`config.mk`:
```
export PLATFORM = sky130hd
export DESIGN_NAME = text_glyph_rasterizer
export DESIGN_NICKNAME = d
export VERILOG_FILES = /design/src/design/tgr_pkg.sv /design/src/design/tgr_front.sv /design/src/design/tgr_queue.sv /design/src/design/tgr_back.sv /design/src/design/text_glyph_rasterizer.sv
export SDC_FILE = /design/constraint.sdc
export NUM_CORES = 1
export LEC_CHECK = 0
export BUFFER_PORTS_ARGS = -buffer_cell sky130_fd_sc_hd__buf_2
export CAP_MARGIN = 10
export CORE_MARGIN = 4
export CORE_UTILIZATION = 33
export CTS_CLUSTER_DIAMETER = 200
export DETAILED_ROUTE_END_ITERATION = 10
export PLACE_DENSITY = 0.59
export RECOVER_POWER = 25
export SYNTH_ARGS = -nofsm -noshare
export SYNTH_HDL_FRONTEND = slang
export SYNTH_SLANG_ARGS = --single-unit
```
`constraint.sdc`:
```
create_clock -name clk -period 7.25 [get_ports clk]
set_input_delay 0 -clock clk [delete_from_list [all_inputs] [get_ports clk]]
set_output_delay 0 -clock clk [all_outputs]
set_load 0.005 [all_outputs]
```
`src/design/tgr_pkg.sv`:
```
// Shared types, constants and font table for the text glyph rasterizer.
// No dependencies; used by tgr_front, tgr_back and the top level by scoped names.

package tgr_pkg;

    localparam int GLYPH_COUNT = 43;
    localparam int GLYPH_ROWS  = 7;
    localparam int GLYPH_COLS  = 5;
    localparam int GLYPH_BITS  = 6;
    localparam int ROW_BITS    = 3;
    localparam int COL_BITS    = 3;
    localparam int DIM_BITS    = 11;
    localparam int ADDR_BITS   = 22;
    localparam int COLOR_BITS  = 16;
    localparam int CODE_BITS   = 8;
    localparam int START_BITS  = 12;
    localparam int WIDE_BITS   = 17;
    localparam int CHAR_ADVANCE = 6;

    localparam int CFG_IDX_BITS = 1;
    localparam logic [CFG_IDX_BITS-1:0] CFG_FRAME_WIDTH  = 1'b0;
    localparam logic [CFG_IDX_BITS-1:0] CFG_FRAME_HEIGHT = 1'b1;
    localparam logic [DIM_BITS-1:0] FRAME_WIDTH_RESET  = 11'd160;
    localparam logic [DIM_BITS-1:0] FRAME_HEIGHT_RESET = 11'd120;

    localparam logic [ROW_BITS-1:0] ROW_LAST = 3'(GLYPH_ROWS - 1);
    localparam logic [COL_BITS-1:0] COL_LAST = 3'(GLYPH_COLS - 1);

    typedef struct packed {
        logic                  known;
        logic [GLYPH_BITS-1:0] idx;
    } glyph_sel_t;

    // row words, bit 0 is the leftmost pixel; only bits 0..4 are shown
    localparam logic [7:0] GLYPH_ROM [GLYPH_COUNT][GLYPH_ROWS] = '{
        '{8'h00,8'h00,8'h00,8'h00,8'h00,8'h00,8'h00},
        '{8'h00,8'h00,8'h00,8'h00,8'h00,8'h18,8'h18},
        '{8'h00,8'h00,8'h00,8'h3C,8'h00,8'h00,8'h00},
        '{8'h00,8'h18,8'h18,8'h00,8'h18,8'h18,8'h00},
        '{8'h02,8'h04,8'h08,8'h10,8'h20,8'h00,8'h00},
        '{8'h00,8'h00,8'h3C,8'h00,8'h3C,8'h00,8'h00},
        '{8'h20,8'h10,8'h08,8'h04,8'h08,8'h10,8'h20},
        '{8'h1C,8'h22,8'h51,8'h51,8'h51,8'h22,8'h1C},
        '{8'h04,8'h0C,8'h04,8'h04,8'h04,8'h04,8'h1C},
        '{8'h1C,8'h22,8'h02,8'h04,8'h08,8'h10,8'h3E},
        '{8'h1C,8'h22,8'h02,8'h1C,8'h02,8'h22,8'h1C},
        '{8'h02,8'h06,8'h0A,8'h12,8'h3E,8'h02,8'h02},
        '{8'h3E,8'h20,8'h3C,8'h02,8'h02,8'h22,8'h1C},
        '{8'h0C,8'h10,8'h20,8'h3C,8'h22,8'h22,8'h1C},
        '{8'h3E,8'h02,8'h04,8'h08,8'h10,8'h10,8'h10},
        '{8'h1C,8'h22,8'h22,8'h1C,8'h22,8'h22,8'h1C},
        '{8'h1C,8'h22,8'h22,8'h1E,8'h02,8'h0C,8'h18},
        '{8'h1C,8'h22,8'h22,8'h3E,8'h22,8'h22,8'h22},
        '{8'h3C,8'h22,8'h22,8'h3C,8'h22,8'h22,8'h3C},
        '{8'h1C,8'h22,8'h20,8'h20,8'h20,8'h22,8'h1C},
        '{8'h3C,8'h22,8'h22,8'h22,8'h22,8'h22,8'h3C},
        '{8'h3E,8'h20,8'h20,8'h3C,8'h20,8'h20,8'h3E},
        '{8'h3E,8'h20,8'h20,8'h3C,8'h20,8'h20,8'h20},
        '{8'h1C,8'h22,8'h20,8'h2E,8'h22,8'h22,8'h1E},
        '{8'h22,8'h22,8'h22,8'h3E,8'h22,8'h22,8'h22},
        '{8'h1C,8'h04,8'h04,8'h04,8'h04,8'h04,8'h1C},
        '{8'h38,8'h08,8'h08,8'h08,8'h08,8'h28,8'h10},
        '{8'h22,8'h24,8'h28,8'h30,8'h28,8'h24,8'h22},
        '{8'h20,8'h20,8'h20,8'h20,8'h20,8'h20,8'h3E},
        '{8'h22,8'h36,8'h2A,8'h2A,8'h22,8'h22,8'h22},
        '{8'h22,8'h32,8'h3A,8'h2A,8'h26,8'h22,8'h22},
        '{8'h1C,8'h22,8'h22,8'h22,8'h22,8'h22,8'h1C},
        '{8'h3C,8'h22,8'h22,8'h3C,8'h20,8'h20,8'h20},
        '{8'h1C,8'h22,8'h22,8'h22,8'h26,8'h2A,8'h14},
        '{8'h3C,8'h22,8'h22,8'h3C,8'h28,8'h24,8'h22},
        '{8'h1E,8'h20,8'h20,8'h1C,8'h02,8'h02,8'h3C},
        '{8'h3E,8'h04,8'h04,8'h04,8'h04,8'h04,8'h04},
        '{8'h22,8'h22,8'h22,8'h22,8'h22,8'h22,8'h1C},
        '{8'h22,8'h22,8'h22,8'h22,8'h22,8'h14,8'h08},
        '{8'h22,8'h22,8'h22,8'h2A,8'h2A,8'h36,8'h22},
        '{8'h22,8'h22,8'h14,8'h08,8'h14,8'h22,8'h22},
        '{8'h22,8'h22,8'h22,8'h14,8'h08,8'h08,8'h08},
        '{8'h3E,8'h02,8'h04,8'h08,8'h10,8'h20,8'h3E}
    };

    function automatic glyph_sel_t glyph_of(input logic [CODE_BITS-1:0] code);
        glyph_sel_t sel;
        sel.known = 1'b1;
        sel.idx   = '0;
        priority if (code == 8'h20) sel.idx = 6'd0;
        else if (code == 8'h2E) sel.idx = 6'd1;
        else if (code == 8'h2D) sel.idx = 6'd2;
        else if (code == 8'h3A) sel.idx = 6'd3;
        else if (code == 8'h2F) sel.idx = 6'd4;
        else if (code == 8'h3D) sel.idx = 6'd5;
        else if (code == 8'h3E) sel.idx = 6'd6;
        else if (code >= 8'h30 && code <= 8'h39) sel.idx = 6'(code - 8'h30 + 8'd7);
        else if (code >= 8'h41 && code <= 8'h5A) sel.idx = 6'(code - 8'h41 + 8'd17);
        else if (code >= 8'h61 && code <= 8'h7A) sel.idx = 6'(code - 8'h61 + 8'd17);
        else sel.known = 1'b0;
        return sel;
    endfunction

endpackage

```
`src/design/tgr_front.sv`:
```
// Front end: takes character transfers, loads and advances the cursor,
// maps codes to glyphs and hands drawable characters to the job queue.
// Depends on tgr_pkg.

module tgr_front #(
    parameter int COORD_BITS = 12
) (
    input  logic                                   clk,
    input  logic                                   rst_n,
    input  logic                                   in_valid,
    output logic                                   in_ready,
    input  logic [tgr_pkg::CODE_BITS-1:0]          char_code,
    input  logic                                   first_char,
    input  logic signed [tgr_pkg::START_BITS-1:0]  start_x,
    input  logic signed [tgr_pkg::START_BITS-1:0]  start_y,
    input  logic [tgr_pkg::COLOR_BITS-1:0]         text_color,
    input  logic                                   q_full,
    output logic                                   q_push,
    output logic [tgr_pkg::GLYPH_BITS-1:0]         job_glyph,
    output logic signed [COORD_BITS-1:0]           job_col,
    output logic signed [COORD_BITS-1:0]           job_row,
    output logic [tgr_pkg::COLOR_BITS-1:0]         job_color
);

    localparam int W = tgr_pkg::WIDE_BITS;
    localparam logic signed [W-1:0] CMAX = W'((1 << (COORD_BITS - 1)) - 1);
    localparam logic signed [W-1:0] CMIN = -W'(1 << (COORD_BITS - 1));

    logic signed [COORD_BITS-1:0] cursor_col_reg, cursor_col_next;
    logic signed [COORD_BITS-1:0] cursor_row_reg, cursor_row_next;
    logic signed [W-1:0] sx_w, sy_w, adv_w;
    logic signed [COORD_BITS-1:0] sx_sat, sy_sat, cur_col, cur_row;
    tgr_pkg::glyph_sel_t sel;
    logic accept;

    assign in_ready = !q_full;
    assign accept   = in_valid && in_ready;
    assign sel      = tgr_pkg::glyph_of(char_code);

    always_comb
    begin
        sx_w = W'(start_x);
        sy_w = W'(start_y);
        priority if (sx_w > CMAX) sx_sat = CMAX[COORD_BITS-1:0];
        else if (sx_w < CMIN) sx_sat = CMIN[COORD_BITS-1:0];
        else sx_sat = sx_w[COORD_BITS-1:0];
        priority if (sy_w > CMAX) sy_sat = CMAX[COORD_BITS-1:0];
        else if (sy_w < CMIN) sy_sat = CMIN[COORD_BITS-1:0];
        else sy_sat = sy_w[COORD_BITS-1:0];

        cur_col = first_char ? sx_sat : cursor_col_reg;
        cur_row = first_char ? sy_sat : cursor_row_reg;

        adv_w = W'(cur_col) + W'(tgr_pkg::CHAR_ADVANCE);
        cursor_col_next = cursor_col_reg;
        cursor_row_next = cursor_row_reg;
        if (accept)
        begin
            cursor_col_next = (adv_w > CMAX) ? CMAX[COORD_BITS-1:0]
                                             : adv_w[COORD_BITS-1:0];
            cursor_row_next = cur_row;
        end
    end

    assign q_push    = accept && sel.known;
    assign job_glyph = sel.idx;
    assign job_col   = cur_col;
    assign job_row   = cur_row;
    assign job_color = text_color;

    always_ff @(posedge clk or negedge rst_n)
    begin
        if (!rst_n)
        begin
            cursor_col_reg <= '0;
            cursor_row_reg <= '0;
        end
        else
        begin
            cursor_col_reg <= cursor_col_next;
            cursor_row_reg <= cursor_row_next;
        end
    end

endmodule

```
`src/design/tgr_queue.sv`:
```
// Two-entry job queue between the front end and the glyph scanner.
// Depends on nothing beyond its width parameter.

module tgr_queue #(
    parameter int WIDTH = 46
) (
    input  logic             clk,
    input  logic             rst_n,
    input  logic             push,
    input  logic [WIDTH-1:0] push_data,
    output logic             full,
    input  logic             pop,
    output logic             valid,
    output logic [WIDTH-1:0] pop_data
);

    logic [WIDTH-1:0] entry_reg [2];
    logic             wr_ptr_reg, wr_ptr_next;
    logic             rd_ptr_reg, rd_ptr_next;
    logic [1:0]       count_reg, count_next;

    assign full     = (count_reg == 2'd2);
    assign valid    = (count_reg != 2'd0);
    assign pop_data = entry_reg[rd_ptr_reg];

    always_comb
    begin
        wr_ptr_next = wr_ptr_reg ^ push;
        rd_ptr_next = rd_ptr_reg ^ pop;
        count_next  = count_reg + 2'(push) - 2'(pop);
    end

    always_ff @(posedge clk)
    begin
        if (push)
        begin
            entry_reg[wr_ptr_reg] <= push_data;
        end
    end

    always_ff @(posedge clk or negedge rst_n)
    begin
        if (!rst_n)
        begin
            wr_ptr_reg <= 1'b0;
            rd_ptr_reg <= 1'b0;
            count_reg  <= 2'd0;
        end
        else
        begin
            wr_ptr_reg <= wr_ptr_next;
            rd_ptr_reg <= rd_ptr_next;
            count_reg  <= count_next;
        end
    end

endmodule

```
`src/design/tgr_back.sv`:
```
// Back end: scans the 5x7 glyph of one queued character and emits one
// pixel transfer per lit in-frame pixel. Depends on tgr_pkg.

module tgr_back #(
    parameter int COORD_BITS = 12
) (
    input  logic                                clk,
    input  logic                                rst_n,
    input  logic [tgr_pkg::DIM_BITS-1:0]        frame_width,
    input  logic [tgr_pkg::DIM_BITS-1:0]        frame_height,
    input  logic                                q_valid,
    output logic                                q_pop,
    input  logic [tgr_pkg::GLYPH_BITS-1:0]      job_glyph,
    input  logic signed [COORD_BITS-1:0]        job_col,
    input  logic signed [COORD_BITS-1:0]        job_row,
    input  logic [tgr_pkg::COLOR_BITS-1:0]      job_color,
    output logic                                out_valid,
    input  logic                                out_ready,
    output logic [tgr_pkg::ADDR_BITS-1:0]       pixel_address,
    output logic [tgr_pkg::COLOR_BITS-1:0]      pixel_color,
    output logic                                last_pixel
);

    localparam int W  = tgr_pkg::WIDE_BITS;
    localparam int CW = COORD_BITS + 1;
    localparam int DB = tgr_pkg::DIM_BITS;
    localparam int AB = tgr_pkg::ADDR_BITS;

    typedef enum logic [2:0] {
        ST_IDLE  = 3'b001,
        ST_SCAN  = 3'b010,
        ST_FLUSH = 3'b100
    } back_state_t;

    back_state_t state_reg, state_next;
    logic [tgr_pkg::GLYPH_BITS-1:0] glyph_reg, glyph_next;
    logic signed [COORD_BITS-1:0]   col_reg, col_next, row_reg, row_next;
    logic [tgr_pkg::COLOR_BITS-1:0] color_reg, color_next;
    logic [tgr_pkg::ROW_BITS-1:0]   rcnt_reg, rcnt_next;
    logic [tgr_pkg::COL_BITS-1:0]   ccnt_reg, ccnt_next;
    logic                           pend_valid_reg, pend_valid_next;
    logic [AB-1:0]                  pend_addr_reg, pend_addr_next;
    logic                           out_valid_reg, out_valid_next;
    logic [AB-1:0]                  out_addr_reg, out_addr_next;
    logic [tgr_pkg::COLOR_BITS-1:0] out_color_reg, out_color_next;
    logic                           out_last_reg, out_last_next;

    logic [7:0]            row_word;
    logic                  lit, hit, out_free, stall, last_pos;
    logic signed [CW-1:0]  px_s, py_s;
    logic [W-1:0]          px_u, py_u;
    logic [AB-1:0]         addr;

    assign row_word = tgr_pkg::GLYPH_ROM[glyph_reg][rcnt_reg];
    assign lit      = row_word[ccnt_reg];
    assign out_free = !out_valid_reg || out_ready;
    assign last_pos = (rcnt_reg == tgr_pkg::ROW_LAST) && (ccnt_reg == tgr_pkg::COL_LAST);

    always_comb
    begin
        px_s = CW'(col_reg) + CW'(ccnt_reg);
        py_s = CW'(row_reg) + CW'(rcnt_reg);
        px_u = (px_s < 0) ? '0 : W'($unsigned(px_s));
        py_u = (py_s < 0) ? '0 : W'($unsigned(py_s));
        hit  = lit && (px_u < W'(frame_width)) && (py_u < W'(frame_height));
        addr = AB'(py_u[DB-1:0]) * AB'(frame_width) + AB'(px_u[DB-1:0]);
        stall = hit && pend_valid_reg && !out_free;
    end

    always_comb
    begin
        state_next      = state_reg;
        glyph_next      = glyph_reg;
        col_next        = col_reg;
        row_next        = row_reg;
        color_next      = color_reg;
        rcnt_next       = rcnt_reg;
        ccnt_next       = ccnt_reg;
        pend_valid_next = pend_valid_reg;
        pend_addr_next  = pend_addr_reg;
        out_valid_next  = out_valid_reg && !out_ready;
        out_addr_next   = out_addr_reg;
        out_color_next  = out_color_reg;
        out_last_next   = out_last_reg;
        q_pop           = 1'b0;

        unique case (state_reg)
            ST_IDLE:
            begin
                if (q_valid)
                begin
                    q_pop      = 1'b1;
                    glyph_next = job_glyph;
                    col_next   = job_col;
                    row_next   = job_row;
                    color_next = job_color;
                    rcnt_next  = '0;
                    ccnt_next  = '0;
                    state_next = ST_SCAN;
                end
            end
            ST_SCAN:
            begin
                if (!stall)
                begin
                    if (hit)
                    begin
                        if (pend_valid_reg)
                        begin
                            out_valid_next = 1'b1;
                            out_addr_next  = pend_addr_reg;
                            out_color_next = color_reg;
                            out_last_next  = 1'b0;
                        end
                        pend_valid_next = 1'b1;
                        pend_addr_next  = addr;
                    end
                    if (last_pos)
                    begin
                        state_next = ST_FLUSH;
                    end
                    else if (ccnt_reg == tgr_pkg::COL_LAST)
                    begin
                        ccnt_next = '0;
                        rcnt_next = rcnt_reg + 3'd1;
                    end
                    else
                    begin
                        ccnt_next = ccnt_reg + 3'd1;
                    end
                end
            end
            ST_FLUSH:
            begin
                if (!pend_valid_reg)
                begin
                    state_next = ST_IDLE;
                end
                else if (out_free)
                begin
                    out_valid_next  = 1'b1;
                    out_addr_next   = pend_addr_reg;
                    out_color_next  = color_reg;
                    out_last_next   = 1'b1;
                    pend_valid_next = 1'b0;
                    state_next      = ST_IDLE;
                end
            end
            default:
            begin
                state_next = ST_IDLE;
            end
        endcase
    end

    always_ff @(posedge clk)
    begin
        glyph_reg     <= glyph_next;
        col_reg       <= col_next;
        row_reg       <= row_next;
        color_reg     <= color_next;
        rcnt_reg      <= rcnt_next;
        ccnt_reg      <= ccnt_next;
        pend_addr_reg <= pend_addr_next;
        out_addr_reg  <= out_addr_next;
        out_color_reg <= out_color_next;
        out_last_reg  <= out_last_next;
    end

    always_ff @(posedge clk or negedge rst_n)
    begin
        if (!rst_n)
        begin
            state_reg      <= ST_IDLE;
            pend_valid_reg <= 1'b0;
            out_valid_reg  <= 1'b0;
        end
        else
        begin
            state_reg      <= state_next;
            pend_valid_reg <= pend_valid_next;
            out_valid_reg  <= out_valid_next;
        end
    end

    assign out_valid     = out_valid_reg;
    assign pixel_address = out_addr_reg;
    assign pixel_color   = out_color_reg;
    assign last_pixel    = out_last_reg;

    a_idle_no_pend: assert property (@(posedge clk) disable iff (!rst_n)
        (state_reg == ST_IDLE) |-> !pend_valid_reg)
        else $error("pending pixel left behind at end of character");

    a_flush_exit: assert property (@(posedge clk) disable iff (!rst_n)
        (state_reg == ST_FLUSH && (!pend_valid_reg || out_free)) |=> (state_reg == ST_IDLE))
        else $error("closing step did not finish");

    a_scan_range: assert property (@(posedge clk) disable iff (!rst_n)
        (state_reg == ST_SCAN) |-> (rcnt_reg <= tgr_pkg::ROW_LAST && ccnt_reg <= tgr_pkg::COL_LAST))
        else $error("scan position out of glyph");

    a_pop_only_idle: assert property (@(posedge clk) disable iff (!rst_n)
        q_pop |-> (state_reg == ST_IDLE && q_valid))
        else $error("job taken while busy");

endmodule

```
`src/design/text_glyph_rasterizer.sv`:
```
// Top level of the text glyph rasterizer: configuration registers, front
// end, job queue and glyph scanner. Depends on tgr_pkg, tgr_front,
// tgr_queue and tgr_back.
//
// Each character transfer is taken by the front end when the queue is not
// full; it loads or advances the cursor at once, and characters with a
// glyph go to a two-entry job queue. The scanner takes one job and walks
// its 35 glyph positions at one position per cycle while the output does
// not stall: it takes the job when idle, scans the 35 positions, then closes
// out and flags the final pixel with tlast. Codes without a glyph emit
// nothing. The pixel address comes from an 11 by 11 multiply of the row
// by frame_width in the scan step.

module text_glyph_rasterizer #(
    parameter int COORD_BITS = 12
) (
    input  logic        clk,
    input  logic        rst_n,
    input  logic        cfg_we,
    input  logic [0:0]  cfg_addr,
    input  logic [10:0] cfg_wdata,
    input  logic        s_axis_tvalid,
    output logic        s_axis_tready,
    // char_code[7:0], start_x[19:8], start_y[31:20], text_color[47:32]
    input  logic [47:0] s_axis_tdata,
    // first_char
    input  logic        s_axis_tuser,
    output logic        m_axis_tvalid,
    input  logic        m_axis_tready,
    // pixel_address[21:0], pixel_color[37:22], zero[39:38]
    output logic [39:0] m_axis_tdata,
    // last_pixel
    output logic        m_axis_tlast
);

    localparam int JOB_W = tgr_pkg::GLYPH_BITS + 2 * COORD_BITS + tgr_pkg::COLOR_BITS;

    logic [tgr_pkg::DIM_BITS-1:0] frame_width_reg, frame_height_reg;

    logic                                 q_full, q_push, q_pop, q_valid;
    logic [tgr_pkg::GLYPH_BITS-1:0]       f_glyph, b_glyph;
    logic signed [COORD_BITS-1:0]         f_col, f_row, b_col, b_row;
    logic [tgr_pkg::COLOR_BITS-1:0]       f_color, b_color;
    logic [JOB_W-1:0]                     q_in, q_out;
    logic [tgr_pkg::ADDR_BITS-1:0]        pixel_address;
    logic [tgr_pkg::COLOR_BITS-1:0]       pixel_color;

    always_ff @(posedge clk or negedge rst_n)
    begin
        if (!rst_n)
        begin
            frame_width_reg  <= tgr_pkg::FRAME_WIDTH_RESET;
            frame_height_reg <= tgr_pkg::FRAME_HEIGHT_RESET;
        end
        else if (cfg_we)
        begin
            unique case (cfg_addr)
                tgr_pkg::CFG_FRAME_WIDTH:  frame_width_reg  <= cfg_wdata;
                tgr_pkg::CFG_FRAME_HEIGHT: frame_height_reg <= cfg_wdata;
                default: ;
            endcase
        end
    end

    tgr_front #(.COORD_BITS(COORD_BITS)) u_front (
        .clk        (clk),
        .rst_n      (rst_n),
        .in_valid   (s_axis_tvalid),
        .in_ready   (s_axis_tready),
        .char_code  (s_axis_tdata[7:0]),
        .first_char (s_axis_tuser),
        .start_x    ($signed(s_axis_tdata[19:8])),
        .start_y    ($signed(s_axis_tdata[31:20])),
        .text_color (s_axis_tdata[47:32]),
        .q_full     (q_full),
        .q_push     (q_push),
        .job_glyph  (f_glyph),
        .job_col    (f_col),
        .job_row    (f_row),
        .job_color  (f_color)
    );

    assign q_in = {f_color, f_row, f_col, f_glyph};

    tgr_queue #(.WIDTH(JOB_W)) u_queue (
        .clk       (clk),
        .rst_n     (rst_n),
        .push      (q_push),
        .push_data (q_in),
        .full      (q_full),
        .pop       (q_pop),
        .valid     (q_valid),
        .pop_data  (q_out)
    );

    assign {b_color, b_row, b_col, b_glyph} = q_out;

    tgr_back #(.COORD_BITS(COORD_BITS)) u_back (
        .clk           (clk),
        .rst_n         (rst_n),
        .frame_width   (frame_width_reg),
        .frame_height  (frame_height_reg),
        .q_valid       (q_valid),
        .q_pop         (q_pop),
        .job_glyph     (b_glyph),
        .job_col       (b_col),
        .job_row       (b_row),
        .job_color     (b_color),
        .out_valid     (m_axis_tvalid),
        .out_ready     (m_axis_tready),
        .pixel_address (pixel_address),
        .pixel_color   (pixel_color),
        .last_pixel    (m_axis_tlast)
    );

    assign m_axis_tdata = {2'b00, pixel_color, pixel_address};

endmodule
```
# After elaboration in Yosys (flattened, before gate mapping)
# Memory sizes are Yosys's and may differ from the RTL's. A register that Yosys moved wholly into a read port is not among the register bits.
# Index checks and enable logic that the tools add are counted.
[totals] in_bits=66 reg_bits=122 ramBits=92 elab_cells=192 memories=2 romBits=3584
[mem_list] name="(no name shown)" depth=64 word_bits=56 read_ports=1 rd_ports_with_merged_regs=0 wr=0 line_no="tgr_back.sv:54" rtl="assign row_word = tgr_pkg::GLYPH_ROM[glyph_reg][rcnt_reg];"
[mem_list] name="u_queue.entry_reg" depth=2 word_bits=46 read_ports=1 rd_ports_with_merged_regs=1 wr=1 line_no="tgr_queue.sv:17" rtl="logic [WIDTH-1:0] entry_reg [2];"
[classes] n_reduce_logical=28 bitwise_logic=6 eq_ne=23 mul=1 order_cmp=18 add_sub_neg=14 n_mux=84
[op_table] cell="$mux W56" n=2
[op_table] cell="$mux W22" n=5
[op_table] cell="$mux W12" n=7
[op_table] cell="$mux W16" n=5
[op_table] cell="$mux W6" n=10
[op_table] cell="$eq A8 B6 Y1 const B" n=7
[op_table] cell="$pmux W22 S2" n=1
[op_table] cell="$mux W3" n=12
[op_table] cell="$lt A17 B11 Y1" n=2
[op_table] cell="$pmux W16 S2" n=1
[op_table] cell="$mux W1" n=29
[op_table] cell="$add A12 B4 Y13" n=2
[op_table] cell="$lt A13 B1 Y1 const B" n=2
[op_table] cell="$mux W13" n=2
[op_table] cell="$bmux W8 S3" n=1
[op_table] cell="$gt A12 B12 Y1 const B" n=2
[op_table] cell="$lt A12 B12 Y1 const B" n=2
[op_table] cell="$add A22 B11 Y22" n=1
[op_table] cell="$mul A11 B11 Y22" n=1
[op_table] cell="$gt A17 B12 Y1 const B" n=1
[op_table] cell="$ge A8 B7 Y1 const B" n=2
[op_table] cell="$le A8 B7 Y1 const B" n=2
[op_table] cell="$mux W8" n=2
[op_table] cell="$add A12 B4 Y13 const B" n=1
[op_table] cell="other kinds (36)" n=72

# Longest topological paths before layout
# Gate-level depths: netlist of the first run.
[logic_depth] depth_word=15 ltp_mapped=28 ltp_nobuf=27

# By module
# Synthesis of the first run repeated with hierarchy kept, for this count alone.
[hier_totals] hier_cells=1660 area_unflattened_um2=18192.4
[by_module_without_submodules] mod="tgr_back" instances=1 seq_area_each_um2=3519.6 cells_per_inst=1180 area_each_um2=11428.5
[by_module_without_submodules] mod="tgr_queue" instances=1 seq_area_each_um2=2862.7 cells_per_inst=159 area_each_um2=3653.5
[by_module_without_submodules] mod="tgr_front" instances=1 seq_area_each_um2=600.6 cells_per_inst=270 area_each_um2=2208.4
[by_module_without_submodules] mod="text_glyph_rasterizer" instances=1 seq_area_each_um2=558.0 cells_per_inst=51 area_each_um2=902.1

# Worst setup path after synthesis of the first run
# Ideal clock, no wire load.
[synth_path] path_type="reg2reg" startpoint="register u_back.rcnt_reg[1] (netlist name)" endpoint="register u_back.pend_addr_reg[21] (data pin)" path_stages_with_launch=25 setup_time_ns=0.259 setup_slack_ns=-0.066 arrival_time_ns=7.057 path_cell_list="edfxtp_1 -> inv_1 -> fa_1 -> nand2b_1 -> a2111oi_0 -> nor2_1 -> clkbuf_1 -> nor2_1 -> nand2_1 -> fa_1 -> fa_1 -> fa_1 -> inv_1 -> fa_1 -> inv_1 -> fa_1 -> inv_1 -> ha_1 -> or2_2 -> a21oi_1 -> o31a_1 -> a211oi_1 -> a2111oi_0 -> a21oi_1 -> xnor2_1"
[synth_via] elab_chain_len=5
[synth_lines] item="start, declared" line_no="tgr_back.sv:39" rtl="logic [tgr_pkg::ROW_BITS-1:0] rcnt_reg, rcnt_next;"
[synth_lines] item="start signal, assigned" line_no="tgr_back.sv:162" rtl="rcnt_reg <= rcnt_next;"
[synth_lines] item="$add A12 B4 Y13 *" line_no="tgr_back.sv:62" rtl="py_s = CW'(row_reg) + CW'(rcnt_reg);"
[synth_lines] item="$lt A13 B1 Y1" line_no="tgr_back.sv:64" rtl="py_u = (py_s < 0) ? '0 : W'($unsigned(py_s));"
[synth_lines] item="$mux W13 *" line_no="tgr_back.sv:64"
[synth_lines] item="$mul A11 B11 Y22 *" line_no="tgr_back.sv:66" rtl="addr = AB'(py_u[DB-1:0]) * AB'(frame_width) + AB'(px_u[DB-1:0]);"
[synth_lines] item="$add A22 B11 Y22 *" line_no="tgr_back.sv:66"
[synth_lines] item="via u_back.addr[21]" line_no="tgr_back.sv:52" rtl="logic [AB-1:0] addr;"
[synth_lines] item="end signal, assigned" line_no="tgr_back.sv:164" rtl="pend_addr_reg <= pend_addr_next;"
[synth_lines] item="end, declared" line_no="tgr_back.sv:42" rtl="logic [AB-1:0] pend_addr_reg, pend_addr_next;"
# Mark *: on every way through the listed nets, which the timed path passes. The rest lies on a longest branch.
# A chain may end at the register's enable or synchronous reset.

# Worst setup path after layout of the first run
[layout_path] startpoint="register u_back.rcnt_reg[0] (netlist name)" endpoint="register u_back.pend_addr_reg[20] (data pin)"
# Same word-level chain as after synthesis.

==> impl_metrics.csv, run 1 <==
group,metric,value,unit
run_status,status,"finished with violations",
run_status,failed_checks,"max-capacitance violations, max-slew violations",
clocking,root_buffer,"clkbuf_16",
worst_setup_path,required,7.58,ns
worst_setup_path,crit_path_end_kind,"flip-flop",
floorplan,std_cell_rows,84,
logic_synthesis,ys_ff_latch,260,
floorplan,initial_core_util,0.335,
layout,drive_gt1_frac,0.189,
route,dr_total_vias,12800,
logic_synthesis,synth.area.top_cells,"edfxtp_1 (35%), fa_1 (11%), ha_1 (7.9%), dfrtp_1 (6.8%), mux2_2 (5.7%)",
worst_setup_path,cp-startpoint,"u_back.rcnt_reg[0]$_SDFFCE_PN0P_",
logic_synthesis,synthesis.area,17700,um^2
placed_design,place_ws,-0.123,ns
logic_synthesis,syn_inst,1624,
clocking,clk_path_buf_depth,3,
clocking,clkTransAtPathRegs,0.06,ns
floorplan,pin_count,109,
worst_setup_path,start_kind,"flip-flop",
route,drc,0,
placed_design,hpwl,33300,um
logic_synthesis,ys.flop_type,"edfxtp_1",
floorplan,die_w,239,um
job,maxCapViolations,1,
logic_synthesis,synth_top_area_share,0.348,
sta,finalSetupViolations,0,
route,drt-total-wl,45700,um
placed_design,io_buffers,106,
clocking,cts_tree,"yes",
layout,antenna-diode-count,0,
route,vias_per_cell,5.07,
layout,finalNetCount,2093,
worst_setup_path,crit_type,"flip-flop to flip-flop",
clocking,cts-htree-levels,1,
layout,synthToLayoutAreaGrowth,18.8,%
sta,fin_tns_setup,0,ns
worst_setup_path,cp_data_arrival_time,7.38,ns
grt,antenna_found_initial,0,
sta,fin_crit_sh,0.973,
sta,hold_viol,0,
placed_design,gp_congestion,0.942,
grt,grtUsageTotal,0.157,
route,first_pass_iters,6,
sta,finalMaxSlewViolations,56,
route,ant_nets,0,
floorplan,die_y,239,um
logic_synthesis,async_flop_share,0.212,
route,drt-wirelength-per-cell,18.1,um
grt,grt_pass1_vias,13100,
sta,worst_slack,0.195,ns
grt,grt_pass1_wl,72400,um
logic_synthesis,synth_cell_type_count,94,
sta,tightest_slew,3.30,ns
hold_path,min_from,"cfg_we",
route,drt-initial-drc-count,1011,
clocking,cts_made_buffers,30,
sta,relSlewSlack,-1.20,
floorplan,core,52800,um^2
floorplan,die_area,57300,um^2
clocking,clock-sinks,260,
worst_setup_path,path_max_fanout,14,
sta,fin_crit,7.06,ns
layout,largest_reg_flops,92,
logic_synthesis,yosysSeqAreaShare,0.427,
grt,gr-total-overflow,0,
sta,finClkSkew,0.0266,ns
logic_synthesis,ys_warn_count,0,
logic_synthesis,synth_edf_count,205,
hold_path,hold_path.class,"primary input to flip-flop",
sta,maxClockFrequency,142,MHz
hold_path,hold_depth,4,
worst_setup_path,r2r_cells,27,
logic_synthesis,synth_largest_area_cell,"edfxtp_1",
worst_setup_path,r2r-start,"u_back.rcnt_reg[0]$_SDFFCE_PN0P_",
logic_synthesis,synth_area_per_cell,10.9,um^2
clocking,clk_latency,0.60,ns
grt,grt_max_degree,76,
==> cell type report <==
cell class                      count  area [um^2]
Clock buffer                       31          754
Sequential cell                   260         7540
Timing Repair Buffer              233         1660
Clock inverter                     25          295
Inverter                          195          732
Tap cell                          688          861
Fill cell                        5176        31800
Multi-Input combinational cell   1102         9160
==> critical path: stages (launching register included) <==
cell and delay (ns):
edfxtp_1 0.35, ha_1 0.17, inv_1 0.05, fa_1 0.40, nand2b_4 0.19, a2111oi_4 0.30
buf_4 0.18, nor2_4 0.08, nor2_2 0.13, buf_4 0.17, nand2_1 0.08, fa_1 0.53
fa_1 0.52, inv_1 0.05, ha_1 0.31, fa_1 0.54, inv_1 0.05, fa_1 0.52
inv_1 0.04, ha_2 0.33, and3_1 0.19, a221oi_4 0.31, a21oi_2 0.13, a211oi_2 0.37
a21oi_2 0.11, a41o_1 0.28, o41ai_2 0.32, xnor2_1 0.09
==> metal layers <==
metal | track usage | wire length, um | up-vias | part of all wire
met5 | 0 | 0 | - | 0
met1 | 0.217 | 20700 | 6258 | 0.45
met3 | 0.0228 | 2440 | 84 | 0.053
met4 | 0.0382 | 1210 | 0 | 0.027
li1 | - | - | 6100 | -
met2 | 0.262 | 21400 | 401 | 0.47
==> metrics by stage <==
stage	instances	cell area (um^2)	hold WS, ns	util
global placement	2393	19000	0.188	0.361
floorplan	1625	17700	-0.296	-
global route	2534	21000	0.0963	0.398
detailed placement	2393	19000	0.191	0.361
CTS	2525	20900	0.0213	0.395
finish	2534	21000	0.0442	0.398
==> synth_stat cells (9+ instances only) <==
cell type  number
nand2_1       155
dfrtp_1        48
edfxtp_1      205
a21oi_1        68
buf_2          15
clkbuf_1       31
o211ai_1        9
nand2b_1       22
inv_1         190
mux2i_1        15
a21o_1         17
xnor2_1        39
nor3_1         56
and2_1          9
or2_2          13
nor2_1         94
ha_1          112
xor2_1         14
fa_1           93
o21ai_0        62
nand3_1        25
buf_4          14
a211oi_1       14
and3_1          9
mux2_2         90
nor2b_1        30
==> what timing repair did <==
action,in CTS,in global routing
pin swaps,0,9
endpoints found under the setup margin,2,5
hold buffers,76,0
resized for setup,2,22
endpoints found under the hold margin,182,0
setup buffers,0,9
==> cells in the final DEF, fill, tap and decap left out, types with 13 or more instances in the layout <==
master         instances
fa_1                  91
buf_2                 92
edfxtp_1             205
mux2i_1               15
dlygate4sd3_1         76
clkbuf_16             30
a21o_1                17
nand2_1              155
a211oi_1              14
or2_2                 13
mux2_2                83
nor2_1                90
ha_1                 109
nand3_1               25
nand2b_1              21
clkbuf_1              15
o21ai_0               62
xor2_1                13
a21oi_1               63
nor2b_1               29
buf_4                 49
nor3_1                54
xnor2_1               39
dfrtp_1               47
inv_1                190
==> cells by family after synthesis <==
group	count (synthesis)	share of synthesized area
AOI/OAI and AO/OA	284	0.111
xor gates and xnor gates	53	0.0263
adders and majority gates	205	0.185
buffers and inverters	263	0.0625
DFF	260	0.427
muxes	105	0.0658
other	1	0.000212
and+or+nand+nor	453	0.123
==> final timing paths <==
path,endpoint,slack [ns]
max,u_back.pend_addr_reg[20]$_DFFE_PP_,0.19
min,frame_width_reg[4]$_DFFE_PN0P_,0.04
max reg2reg,u_back.pend_addr_reg[20]$_DFFE_PP_,0.19
min reg2reg,u_back.pixel_address[12]$_DFFE_PP_,0.42
max in group asynchronous,u_queue.rd_ptr_reg$_DFF_PN0_,3.96
min in group asynchronous,frame_width_reg[6]$_DFFE_PN0P_,1.14
Power of run 1 is left out: the tool's default activity adds up to more than one toggle a clock period on the data nets, which glitch-free logic cannot reach.
==> inputs of run 2 (changes only) <==
--- a/config.mk
+++ b/config.mk
@@ -11,8 +11,10 @@
 export CORE_UTILIZATION = 33
 export CTS_CLUSTER_DIAMETER = 200
 export DETAILED_ROUTE_END_ITERATION = 10
+export HOLD_SLACK_MARGIN = 0.06
 export PLACE_DENSITY = 0.59
 export RECOVER_POWER = 25
 export SYNTH_ARGS = -nofsm -noshare
 export SYNTH_HDL_FRONTEND = slang
+export SYNTH_HIERARCHICAL = 1
 export SYNTH_SLANG_ARGS = --single-unit
==> constraint.sdc (replaced) <==
create_clock -name clk -period 5.8 [get_ports clk]
set_input_delay 0 -clock clk [delete_from_list [all_inputs] [get_ports clk]]
set_output_delay 0 -clock clk [all_outputs]
set_load 0.005 [all_outputs]
==> run 2 against run 1 <==
Net effect:
- the flow finishes with violations (max-capacitance violations, max-slew violations, negative setup slack)
- sequential share of layout area down 2.4 points
- synthesized area up 2.9%
- flip-flop and latch count unchanged
- largest cell class unchanged
- highest routed layer unchanged
- critical path depth down 6
==> impl_metrics.csv, run 2 <==
group,metric,value,unit
run_status,status,"finished with violations",
run_status,failed_checks,"max-capacitance violations, max-slew violations, negative setup slack",
logic_synthesis,ys.flop_type,"edfxtp_1",
logic_synthesis,synth_cell_type_count,95,
clocking,root_buffer,"clkbuf_16",
sta,maxClockFrequency,158,MHz
floorplan,die_y,243,um
floorplan,initial_core_util,0.335,
layout,synthToLayoutAreaGrowth,23.7,%
layout,antenna-diode-count,0,
floorplan,die_area,58900,um^2
route,drc,0,
route,drt-total-wl,47500,um
floorplan,std_cell_rows,85,
sta,rsz0062_at_grt,"yes",
worst_setup_path,start_kind,"flip-flop",
logic_synthesis,async_flop_share,0.212,
logic_synthesis,ys_ff_latch,260,
grt,grt_pass1_wl,75900,um
route,drt-wirelength-per-cell,17.9,um
sta,fin_crit_sh,1.09,
sta,fin_tns_setup,-4.21,ns
worst_setup_path,r2r_cells,21,
clocking,cts_made_buffers,28,
grt,grt_pass1_vias,13800,
logic_synthesis,ys_warn_count,6,
grt,grt_max_degree,56,
clocking,clkTransAtPathRegs,0.06,ns
sta,hold_viol,0,
sta,finClkSkew,0.0165,ns
grt,grtUsageTotal,0.156,
sta,finalMaxSlewViolations,56,
clocking,clk_path_buf_depth,3,
sta,worst_slack,-0.546,ns
worst_setup_path,path_max_fanout,5,
logic_synthesis,synth_largest_area_cell,"edfxtp_1",
worst_setup_path,cp_data_arrival_time,6.66,ns
logic_synthesis,syn_inst,1660,
grt,antenna_found_initial,0,
route,dr_total_vias,13400,
worst_setup_path,crit_path_end_kind,"flip-flop",
clocking,cts-htree-levels,1,
job,maxCapViolations,1,
route,vias_per_cell,5.06,
layout,layout_commonest_cell,"edfxtp_1",
floorplan,core,54200,um^2
placed_design,gp_congestion,0.950,
sta,finalSetupViolations,11,
layout,final_cell_mix,"edfxtp_1 (205), inv_1 (169), nand2_1 (158)",
logic_synthesis,synth.area.top_cells,"edfxtp_1 (34%), fa_1 (10%), ha_1 (7.7%), dfrtp_1 (6.6%), inv_1 (3.7%)",
clocking,clk_latency,0.57,ns
placed_design,io_buffers,106,
route,drt-initial-drc-count,977,
worst_setup_path,required,6.11,ns
placed_design,hpwl,35000,um
layout,largest_reg_flops,92,
sta,relSlewSlack,-1.24,
route,first_pass_iters,5,
logic_synthesis,yosysSeqAreaShare,0.415,
floorplan,pin_count,109,
logic_synthesis,synth_edf_count,205,
route,ant_nets,0,
hold_path,hold_depth,5,
layout,finalNetCount,2208,
logic_synthesis,synth.most_common_cell,"edfxtp_1",
sta,tightest_slew,3.36,ns
clocking,clock-sinks,260,
floorplan,die_w,243,um
logic_synthesis,synth_top_area_share,0.338,
grt,gr-total-overflow,0,
worst_setup_path,crit_type,"flip-flop to flip-flop",
logic_synthesis,synth_area_per_cell,11.0,um^2
sta,fin_crit,6.35,ns
logic_synthesis,synthTopCellsByCount,"edfxtp_1 (205), inv_1 (181), nand2_1 (170)",
hold_path,hold_path.class,"primary input to flip-flop",
layout,drive_gt1_frac,0.267,
clocking,cts_tree,"yes",
logic_synthesis,synthesis.area,18200,um^2
## run 2: changes by cell type after synthesis, moves of 9 or more
cell and change:
mux2_2 -41, mux2_4 +40, o21ai_0 -32, nor2_1 -20, nand2_1 +15, buf_4 +14
nor3_1 +12, and2_1 +11, buf_6 +9, inv_1 -9
## run 2: area by class of cell
type	instances	area [um^2]
clock buffers	37	744
clock inverters	15	160
fillers	5133	31700
inverters	186	698
multi-input cells	1126	9960
flip-flops and latches	260	7540
well taps	696	871
repair buffers	335	2520
## run 2: kinds of logic after synthesis
logic type | synth area share
flip-flops | 0.415
AO/OA/AOI/OAI | 0.105
AND/OR/NAND/NOR | 0.137
multiplexers | 0.0702
buffers and inverters | 0.0699
XOR/XNOR | 0.0239
adder cells (fa/ha/maj) | 0.179
other | 0.000206
## run 2: final timing paths
path                                                          to  slack [ns]                             start
max in group asynchronous           u_queue/rd_ptr_reg$_DFF_PN0_        2.47                             rst_n
min reg2reg                     u_back/pixel_color[15]$_DFFE_PP_        0.42    u_back/color_reg[15]$_DFFE_PP_
min in group asynchronous  u_front/cursor_row_reg[7]$_DFFE_PN0P_        1.19                             rst_n
max reg2reg                   u_back/pend_addr_reg[20]$_DFFE_PP_       -0.55  u_back/rcnt_reg[0]$_SDFFCE_PN0P_
min                            u_queue/entry_reg[0][2]$_DFFE_PP_        0.15                   s_axis_tdata[6]
max                           u_back/pend_addr_reg[20]$_DFFE_PP_       -0.55  u_back/rcnt_reg[0]$_SDFFCE_PN0P_
## run 2: per-layer routing
metal	wire length [um]	up-vias	track usage
met3	2410	96	0.0236
met5	0	-	0
met4	1530	0	0.0440
met2	21700	404	0.252
li1	-	6394	-
met1	21800	6533	0.220
## run 2: metrics by stage
stage | instance area [um^2] | cells | worst slack (ns) | utilization | hold slack (ns)
CTS | 22200 | 2641 | -0.573 | 0.410 | 0.112
finish | 22500 | 2655 | -0.546 | 0.415 | 0.151
global route | 22500 | 2655 | -0.760 | 0.415 | 0.152
floorplan | 18500 | 1661 | -0.374 | - | -0.296
global placement | 20400 | 2509 | -0.495 | 0.376 | 0.191
detailed placement | 20400 | 2509 | -0.595 | 0.376 | 0.192
## run 2: what timing repair did
item	CTS	global route
hold buffers	66	0
pin swaps	37	31
setup endpoints to repair	11	12
resized for setup	37	50
hold endpoints to repair	197	0
setup buffers	15	16
## run 2: critical path, stage by stage, from the launching register on
cell and delay [ns]:
edfxtp_1 0.36, ha_2 0.20, fa_2 0.23, a21oi_4 0.07, o41a_1 0.39, buf_12 0.17, buf_6 0.11, buf_4 0.15
nor3_2 0.21, fa_1 0.49, fa_1 0.54, fa_1 0.53, fa_1 0.56, inv_1 0.06, fa_1 0.54, inv_2 0.05
ha_4 0.15, or3_4 0.38, o41a_1 0.41, a211o_1 0.29, a21oi_2 0.15, xnor2_1 0.08
Power of run 2 is left out for the same reason.
==> inputs of run 3 (changes only) <==
--- a/config.mk
+++ b/config.mk
@@ -11,9 +11,10 @@
 export CORE_UTILIZATION = 33
 export CTS_CLUSTER_DIAMETER = 200
 export DETAILED_ROUTE_END_ITERATION = 10
+export GPL_ROUTABILITY_DRIVEN = 0
 export HOLD_SLACK_MARGIN = 0.06
 export PLACE_DENSITY = 0.59
-export RECOVER_POWER = 25
+export REMOVE_ABC_BUFFERS = 1
 export SYNTH_ARGS = -nofsm -noshare
 export SYNTH_HDL_FRONTEND = slang
 export SYNTH_HIERARCHICAL = 1
==> run 3 against run 2 <==
Net effect:
- the run ends with negative setup slack left
- hold slack worse by 0.060 ns
- register-to-register slack better by 0.06 ns
- cell count up 0.45%
- fmax up 0.88%
- count of clock-buffer cells in the layout up 5
- non-clock buffer count up 10
- critical endpoint is now u_back/pend_addr_reg[18]$_DFFE_PP_
==> impl_metrics.csv, run 3 (synthesis gave the netlist of run 2 again) <==
group,metric,value,unit
run_status,status,"finished with violations",
clocking,clk_latency,0.57,ns
placed_design,place_ws,-0.889,ns
route,dr_total_vias,13700,
worst_setup_path,worst_r2r_endpoint,"u_back/pend_addr_reg[18]$_DFFE_PP_",
worst_setup_path,crit_top_cell,"fa_1",
job,maxCapViolations,0,
grt,antenna_found_initial,0,
route,vias_per_cell,5.13,
route,drt-wirelength-per-cell,17.2,um
worst_setup_path,r2r-start,"u_back/rcnt_reg[0]$_SDFFCE_PN0P_",
grt,grtUsageTotal,0.152,
sta,finalSetupViolations,11,
grt,gr-total-overflow,0,
worst_setup_path,required,6.12,ns
route,first_pass_iters,6,
grt,grt_pass1_vias,14100,
clocking,cts-htree-levels,1,
layout,largest_reg_flops,92,
worst_setup_path,crit_path_end_kind,"flip-flop",
floorplan,die_y,243,um
layout,final_cell_mix,"edfxtp_1 (205), inv_1 (168), nand2_1 (161)",
placed_design,io_buffers,106,
grt,grt_max_degree,56,
layout,post-route-util,0.415,
worst_setup_path,crit_type,"flip-flop to flip-flop",
run_status,failed_checks,"negative setup slack",
worst_setup_path,crit_chain,"ha_4 -> fa_2 -> a21oi_4 -> o41a_1 -> buf_6 -> nor2b_2 -> buf_6 -> buf_4 -> and2_4 -> fa_1 -> fa_1 -> fa_1 -> fa_1 -> inv_1 -> fa_1 -> inv_2 -> ha_4 -> or3_1 -> o41a_1 -> buf_4 -> buf_6 -> a21oi_2 -> nand2b_4 -> a221oi_2",
sta,hold_viol,0,
worst_setup_path,cp_data_arrival_time,6.61,ns
floorplan,std_cell_rows,85,
sta,rsz0062_at_grt,"yes",
sta,finClkSkew,0.00996,ns
placed_design,hpwl,33400,um
sta,relSlewSlack,0.283,
sta,tightest_slew,1.07,ns
sta,finalMaxSlewViolations,0,
layout,drive_gt1_frac,0.279,
clocking,clk_path_buf_depth,3,
layout,finalNetCount,2219,
worst_setup_path,r2r_slack,-0.49,ns
floorplan,core,54200,um^2
route,drc,0,
clocking,cts_made_buffers,29,
worst_setup_path,start_kind,"flip-flop",
sta,fin_tns_setup,-3.45,ns
route,ant_nets,0,
grt,grt_pass1_wl,74500,um
clocking,cts_tree,"yes",
layout,synthToLayoutAreaGrowth,23.8,%
floorplan,pin_count,109,
sta,fin_crit_sh,1.08,
sta,fin_crit,6.29,ns
clocking,clkTransAtPathRegs,0.06,ns
floorplan,initial_core_util,0.335,
clocking,root_buffer,"clkbuf_16",
sta,maxClockFrequency,159,MHz
floorplan,die_w,243,um
clocking,clock-sinks,260,
sta,worst_slack,-0.491,ns
layout,layout_commonest_cell,"edfxtp_1",
worst_setup_path,r2r_cells,24,
worst_setup_path,worst_path_max_delay_cell,"fa_1",
worst_setup_path,cp_slowest_stage_delay,0.55,ns
floorplan,die_area,58900,um^2
route,drt-total-wl,46000,um
route,drt-initial-drc-count,1194,
sta,whs,0.0908,ns
hold_path,hold_path.class,"primary input to async pin",
worst_setup_path,path_max_fanout,7,
run 3: cell count changes in the layout (fill, tap and decap cells not counted), moves of 4 or more:
cell,delta
buf_2,+11
buf_6,-8
clkbuf_1,-12
nor2_4,-5
nand2_2,-4
mux2_1,-7
buf_4,+21
mux2_2,+7
run 3: worst max-delay path, delay by kind of cell (launching register included):
family | cells | cell delay (ns)
adder cells (fa/ha/maj) | 8 | 3.20
AO/OA/AOI/OAI | 5 | 0.93
buffers and inverters | 7 | 0.77
AND/OR/NAND/NOR | 4 | 0.71
flip-flops | 1 | 0.43
run 3: through the flow:
step / instance area, um^2 / cells
after floorplan: 17600 / 1572
after detailed placement: 20100 / 2519
after global routing: 22500 / 2666
after CTS: 22200 / 2655
final: 22500 / 2667
after global placement: 20100 / 2519
run 3: cell type report:
cell class                 count  area [um^2]
clock inverter                11          101
antenna                        1         2.50
clock buffer                  42          847
fill                        5192        31700
timing repair buffer         345         2570
tap                          696          871
inverter                     186          698
multi-input combinational   1126         9890
sequential                   260         7540
run 3: worst max-delay path by stage:
stage / start / to / depth (start not counted)
finish: u_back/rcnt_reg[0]$_SDFFCE_PN0P_ / u_back/pend_addr_reg[18]$_DFFE_PP_ / 24
global route: u_back/rcnt_reg[0]$_SDFFCE_PN0P_ / u_back/pend_addr_reg[18]$_DFFE_PP_ / 28
CTS: u_back/rcnt_reg[0]$_SDFFCE_PN0P_ / u_back/pend_addr_reg[20]$_DFFE_PP_ / 27
detailed placement: u_back/rcnt_reg[0]$_SDFFCE_PN0P_ / u_back/pend_addr_reg[21]$_DFFE_PP_ / 25
global placement: u_back/rcnt_reg[0]$_SDFFCE_PN0P_ / u_back/pend_addr_reg[21]$_DFFE_PP_ / 25
floorplan: u_back/rcnt_reg[0]$_SDFFCE_PN0P_ / u_back/last_pixel$_DFFE_PP_ / 14
run 3: routing by layer:
layer / GRT usage / up-vias / wire length [um]
met5: 0 / - / 0
met1: 0.202 / 6617 / 20000
met2: 0.250 / 546 / 21200
met3: 0.0283 / 115 / 3130
met4: 0.0513 / 0 / 1590
li1: - / 6398 / -
run 3: repair_timing:
item                                    in CTS  in global routing
setup buffers                               20                 11
resized for setup                           71                 54
endpoints found under the hold margin      197                  0
hold buffers                                66                  0
cloned                                       0                  0
pin swaps                                   85                 57
endpoints found under the setup margin      11                 12
Power of run 3 is left out for the same reason.
